## src/csd_pkg.sv

```systemverilog
`default_nettype none
// ----------------------------------------------------------------------------
// csd_pkg
// Shared types, fixed-point constants and helpers of the concentric
// square-to-disk mapper.
// ----------------------------------------------------------------------------
package csd_pkg;

  // Inner fixed-point format: Q.30 for ratio, angle and unit components
  localparam int IW     = 30;
  localparam int QW     = IW + 1;       // value in [0, 1.0]
  localparam int PW     = IW + QW;      // Q.30 times [0, 1.0]
  localparam int SQW    = 2 * IW;
  localparam int IN_FW  = 16;           // width of each input coordinate

  // Constant division by reciprocal: floor(a/d) = (a * ceil(2^37/d)) >> 37
  // holds for every a below 2^30 and every d up to 128.
  localparam int RCP_S  = 37;
  localparam int RCPW   = 35;
  localparam int MW     = IW + RCPW;
  localparam int NSTEP  = 3;            // shared Horner steps of sin and cos

  localparam logic [QW-1:0]   T_ONE   = {1'b1, {IW{1'b0}}};
  localparam logic [IW-1:0]   HALF    = {1'b1, {(IW-1){1'b0}}};
  localparam logic [IW-1:0]   PI4     = 30'd843314857;
  localparam logic [63:0]     RCP_NUM = 64'd1 << RCP_S;

  localparam logic [RCPW-1:0] RCP_6  = RCPW'((RCP_NUM + 64'd5)  / 64'd6);
  localparam logic [RCPW-1:0] RCP_12 = RCPW'((RCP_NUM + 64'd11) / 64'd12);
  localparam logic [RCPW-1:0] RCP_20 = RCPW'((RCP_NUM + 64'd19) / 64'd20);
  localparam logic [RCPW-1:0] RCP_30 = RCPW'((RCP_NUM + 64'd29) / 64'd30);
  localparam logic [RCPW-1:0] RCP_42 = RCPW'((RCP_NUM + 64'd41) / 64'd42);
  localparam logic [RCPW-1:0] RCP_56 = RCPW'((RCP_NUM + 64'd55) / 64'd56);
  localparam logic [RCPW-1:0] RCP_72 = RCPW'((RCP_NUM + 64'd71) / 64'd72);
  localparam logic [RCPW-1:0] RCP_90 = RCPW'((RCP_NUM + 64'd89) / 64'd90);

  localparam logic [RCPW-1:0] RCP_SIN [NSTEP] = '{RCP_42, RCP_20, RCP_6};
  localparam logic [RCPW-1:0] RCP_COS [NSTEP] = '{RCP_56, RCP_30, RCP_12};

  typedef enum logic [1:0] {
    SEC_RIGHT,
    SEC_TOP,
    SEC_LEFT,
    SEC_BOTTOM
  } sector_t;

  typedef struct packed {
    sector_t sector;
    logic    rneg;    // radius negative (bottom sector tie case)
    logic    qneg;    // sine takes the sign of the ratio
    logic    zero;    // origin, forced to (0,0)
  } ctl_t;

  typedef struct packed {
    logic [IW-1:0] a2;
    logic [IW-1:0] psi;
    logic [MW-1:0] ms;   // sin term times reciprocal, not yet shifted
    logic [MW-1:0] mc;   // cos term times reciprocal, not yet shifted
  } hrn_t;

  // 1 - floor(m / 2^RCP_S)
  function automatic logic [QW-1:0] hrn_term(input logic [MW-1:0] m);
    return T_ONE - QW'(m[MW-1:RCP_S]);
  endfunction

endpackage
`default_nettype wire

```

## src/csd_div_cell.sv

```systemverilog
`default_nettype none
// ----------------------------------------------------------------------------
// csd_div_cell
// One restoring division cell: decides one quotient bit of the ratio,
// passes the partial remainder and the side data to the next cell.
// ----------------------------------------------------------------------------
module csd_div_cell #(
  parameter int MAGW = 17
) (
  input  wire  logic                    clk,
  input  wire  logic                    rst_n,
  input  wire  logic                    en,
  input  wire  logic                    in_vld,
  input  wire  csd_pkg::ctl_t           in_ctl,
  input  wire  logic [MAGW-1:0]         in_rmag,
  input  wire  logic [MAGW-1:0]         in_den,
  input  wire  logic [MAGW:0]           in_rem,
  input  wire  logic [csd_pkg::QW-1:0]  in_q,
  output logic                          out_vld,
  output csd_pkg::ctl_t                 out_ctl,
  output logic [MAGW-1:0]               out_rmag,
  output logic [MAGW-1:0]               out_den,
  output logic [MAGW:0]                 out_rem,
  output logic [csd_pkg::QW-1:0]        out_q
);

  logic                         vld_r;
  csd_pkg::ctl_t                ctl_r;
  logic [MAGW-1:0]              rmag_r;
  logic [MAGW-1:0]              den_r;
  logic [MAGW:0]                rem_r, rem_nxt;
  logic [csd_pkg::QW-1:0]       q_r, q_nxt;
  logic [MAGW:0]                den_x, diff;
  logic [MAGW-1:0]              rest;
  logic                         ge;

  assign den_x   = {1'b0, in_den};
  assign ge      = in_rem >= den_x;
  assign diff    = in_rem - den_x;
  // remainder stays below den, so it fits MAGW bits before the shift
  assign rest    = ge ? diff[MAGW-1:0] : in_rem[MAGW-1:0];
  assign rem_nxt = {rest, 1'b0};
  assign q_nxt   = {in_q[csd_pkg::QW-2:0], ge};

  always_ff @(posedge clk) begin
    if (!rst_n) begin
      vld_r <= 1'b0;
    end else if (en) begin
      vld_r <= in_vld;
    end
  end

  always_ff @(posedge clk) begin
    if (en) begin
      ctl_r  <= in_ctl;
      rmag_r <= in_rmag;
      den_r  <= in_den;
      rem_r  <= rem_nxt;
      q_r    <= q_nxt;
    end
  end

  assign out_vld  = vld_r;
  assign out_ctl  = ctl_r;
  assign out_rmag = rmag_r;
  assign out_den  = den_r;
  assign out_rem  = rem_r;
  assign out_q    = q_r;

endmodule
`default_nettype wire

```

## config.mk

```make
export PLATFORM = sky130hd
export DESIGN_NAME = csd_div_cell
export DESIGN_NICKNAME = d
export VERILOG_FILES = /design/src/csd_pkg.sv /design/src/csd_div_cell.sv
export SDC_FILE = /design/constraint.sdc
export NUM_CORES = 1
export LEC_CHECK = 0
export ABC_AREA = 0
export BUFFER_PORTS_ARGS = -buffer_cell sky130_fd_sc_hd__buf_2
export CORE_MARGIN = 3
export CORE_UTILIZATION = 35
export CTS_BUF_LIST = sky130_fd_sc_hd__clkbuf_16
export DETAILED_ROUTE_END_ITERATION = 8
export PLACE_DENSITY_LB_ADDON = 0.25
export SLEW_MARGIN = 15
export SYNTH_ARGS = -nofsm -noshare
export SYNTH_HDL_FRONTEND = slang
export SYNTH_SLANG_ARGS = --single-unit
export TNS_END_PERCENT = 1
```

## constraint.sdc

```tcl
create_clock -name clk -period 6.5 [get_ports clk]
set_input_delay 0.975 -clock clk [delete_from_list [all_inputs] [get_ports clk]]
set_output_delay 0.975 -clock clk [all_outputs]
set_load 0.02 [all_outputs]
```

==> results.txt <==
I/O Pins = 181
FF-to-FF Start = out_vld$_SDFFE_PN0P_
Critical Path Start = in_rem[0]
Port bufs = 178
Bufs on Longest Clock Path = 2
Largest cells by area after synthesis = edfxtp_1 (69%), ha_1 (5.6%), inv_1 (2.3%), nand2_1 (2.3%), a21oi_1 (1.7%)
Count leader, synth = edfxtp_1
Root Buffer = clkbuf_16
CP endpoint kind = flip-flop
Total Nets Final = 553
Initial core utilization = 0.362
Worst Path Required = 6590 ps
EDFF count, synth = 87
# resized after CTS = 0
Final WL = 8920 um
Fraction of power spent switching nets = 0.265
Multi-input logic area = 0.00103 sq mm
Cells after Synth = 257
PwrDens = 298 mW/mm^2
Number of routed nets with antenna violations = 0
Int Power = 1.13 mW
Top fanout value on the critical path = 21
Largest net degree at the start of global routing = 89
CP dominant cell by count = inv_1
First-pass GRT wire length = 12,900 um
Fin crit period = 3370 ps
Worst-skew pair later-pin latency = 330 ps
Final GP Congestion = 0.717
Sink Count = 88
Fin crit share = 0.519
Post-CTS Setup Inserts = 0
Core area = 0.0104 sq mm
Hold Path Origin = out_vld$_SDFFE_PN0P_
Clock slew at reported path FFs = 70 ps
Post-synth cell types = 46
Total Power = 1.53 mW
Final hold vios = 0
Floorplan row count = 37
Initial antenna violation count = 0
Mapped cell area = 0.00377 sq mm
H-tree depth = 3
Tot GR Track Use = 0.142
Static Leak = 2.26 nW
Mapped Avg Cell Area = 14.7 sq um
Max stage delay cell, worst path = nor3_4
DIE WIDTH = 110 um
Status = finished clean
Worst VDD drop = 0.123 mV
#FFs+latches synth = 88
HPWL Detailed = 6840 um
Net Sw Power = 0.406 mW
Cell taking the most area after synthesis = edfxtp_1
DRC violations left = 0
Max cap viols = 0
Sequential Area = 0.00263 sq mm
Reg-to-reg endpoint = out_vld$_SDFFE_PN0P_
Hold depth = 2
Worst relative slew slack = 0.264
Syn_nets = 367
Hold_buf cts = 0
Starting DRC count in detailed routing = 127
Top cell type's share of synthesized area = 0.694
CTS tree = yes
R2r setup slk = 5910 ps
CP Data Arrival Time = 3460 ps
Clock network fraction of total power = 0.370
Sequential share of power = 0.455
RSZ-0062 raised after global routing = false
Async SR Flop Fraction = 0
Worst Hold End = out_vld$_SDFFE_PN0P_
CTS Buf Count = 9
ANT cells = 0
Average vias per placed instance = 4.54
Setup violators final = 0
Setup TNS = 0 ps
Avg WL per Cell = 15.3 um
Via count = 2,654
Clock Skew = 0 ps
Slowest stage delay, CP = 430 ps
Fraction of layout cells with a size suffix above 1 = 0.458
Worst-Margin Slew = 1100 ps
Synth warn = 0
Hold crit path type = reg -> reg
Number of global-route vias before repair = 2,595
Congestion Overflow GR = 0
Sequential fraction of the synthesis area = 0.699
Max Transition Viols Final = 0
R2R cell count = 2
Top cells by count, synth = edfxtp_1 (87), inv_1 (23), nand2_1 (23)
Fillers = 983
Die area = 0.0120 sq mm
Dominant synthesized flop cell = edfxtp_1
Combinational share of power = 0.175
Pre-Repair DR Iteration Count = 4
Startpoint Class = input pin
Max Freq = 297 MHz
Layout overhead on the synthesized area = 36.5%
Setup CP Type = in -> reg
Crit path cell chain = buf_2, inv_1, ha_1, inv_1, fa_1, a21oi_1, or3_4, a2111oi_4, nor3_4, buf_4, mux2_2
Die height = 110 um
## worst max path at each step
stage,slack (ps),cells past startpoint,to
floorplan,3510,10,out_rem[10]$_DFFE_PP_
global placement,2730,11,out_rem[2]$_DFFE_PP_
detailed placement,2710,11,out_rem[2]$_DFFE_PP_
CTS,3070,11,out_rem[2]$_DFFE_PP_
global route,2900,11,out_rem[2]$_DFFE_PP_
finish,3130,11,out_rem[2]$_DFFE_PP_
## power groups by stage
| stage | clock network, mW | registers (mW) | logic (mW) |
|---|---|---|---|
| after floorplan | 0 | 0.782 | 0.0901 |
| after CTS | 0.576 | 0.699 | 0.273 |
| after detailed placement | 0 | 0.711 | 0.272 |
| after global routing | 0.604 | 0.704 | 0.295 |
| final | 0.567 | 0.698 | 0.268 |
| after global placement | 0 | 0.709 | 0.268 |
## worst max-delay path: cells and delay by family
kind            cells  cell delay (ps)
compound gates      2              370
fa+ha+maj           2              550
buf+inv             4              550
mux                 1              360
simple gates        2              640
## placed cells by master (no fill, tap or decap), types with 4 or more instances in the layout
cell,Yosys,final
a21o_1,6,6
a21oi_1,13,13
buf_2,1,177
clkbuf_16,0,9
edfxtp_1,87,87
ha_1,17,17
inv_1,23,23
nand2_1,23,23
nor2_1,6,6
nor3_1,4,4
o21ai_0,8,8
o21ai_1,12,12
xnor2_1,5,5
xor2_1,5,5
## layer usage
layer / GRT usage / vias to the layer above / routed length [um]
li1: - / 1337 / -
met1: 0.169 / 1190 / 3610
met2: 0.243 / 116 / 4270
met3: 0.0482 / 11 / 925
met4: 0.0436 / 0 / 115
met5: 0 / - / 0
## sequential cells by signal (all words and copies together), names as in the netlist
name,count
out_den,17
out_q,31
out_ctl,5
out_vld,1
out_rmag,17
out_rem,17
## through the flow
step	util	std cells	instance area [sq um]	hold slack, ps	setup slack (ps)
after detailed placement	0.462	568	4820	512	2710
after global placement	0.462	568	4820	496	2730
after floorplan	-	257	3770	589	3510
final	0.494	584	5140	525	3130
after global routing	0.494	584	5140	564	2900
after CTS	0.494	584	5140	527	3070
## logic make-up after synthesis
| group | count (synthesis) | share of synthesized area |
|---|---|---|
| mux | 3 | 0.00831 |
| simple gates | 51 | 0.0674 |
| xor+xnor | 10 | 0.0233 |
| fa+ha+maj | 18 | 0.0618 |
| buf+inv | 27 | 0.0302 |
| flops | 88 | 0.699 |
| other cells | 1 | 0.000996 |
| compound gates | 59 | 0.109 |
## area by class of cell
class / instances / share of cell area
inverters: 23 / 0.0168
clock buffers: 9 / 0.0438
multi-input cells: 142 / 0.200
repair buffers: 179 / 0.175
flip-flops and latches: 88 / 0.512
well taps: 136 / 0.0331
clock inverters: 7 / 0.0197
(Power assumes the default switching activity.)
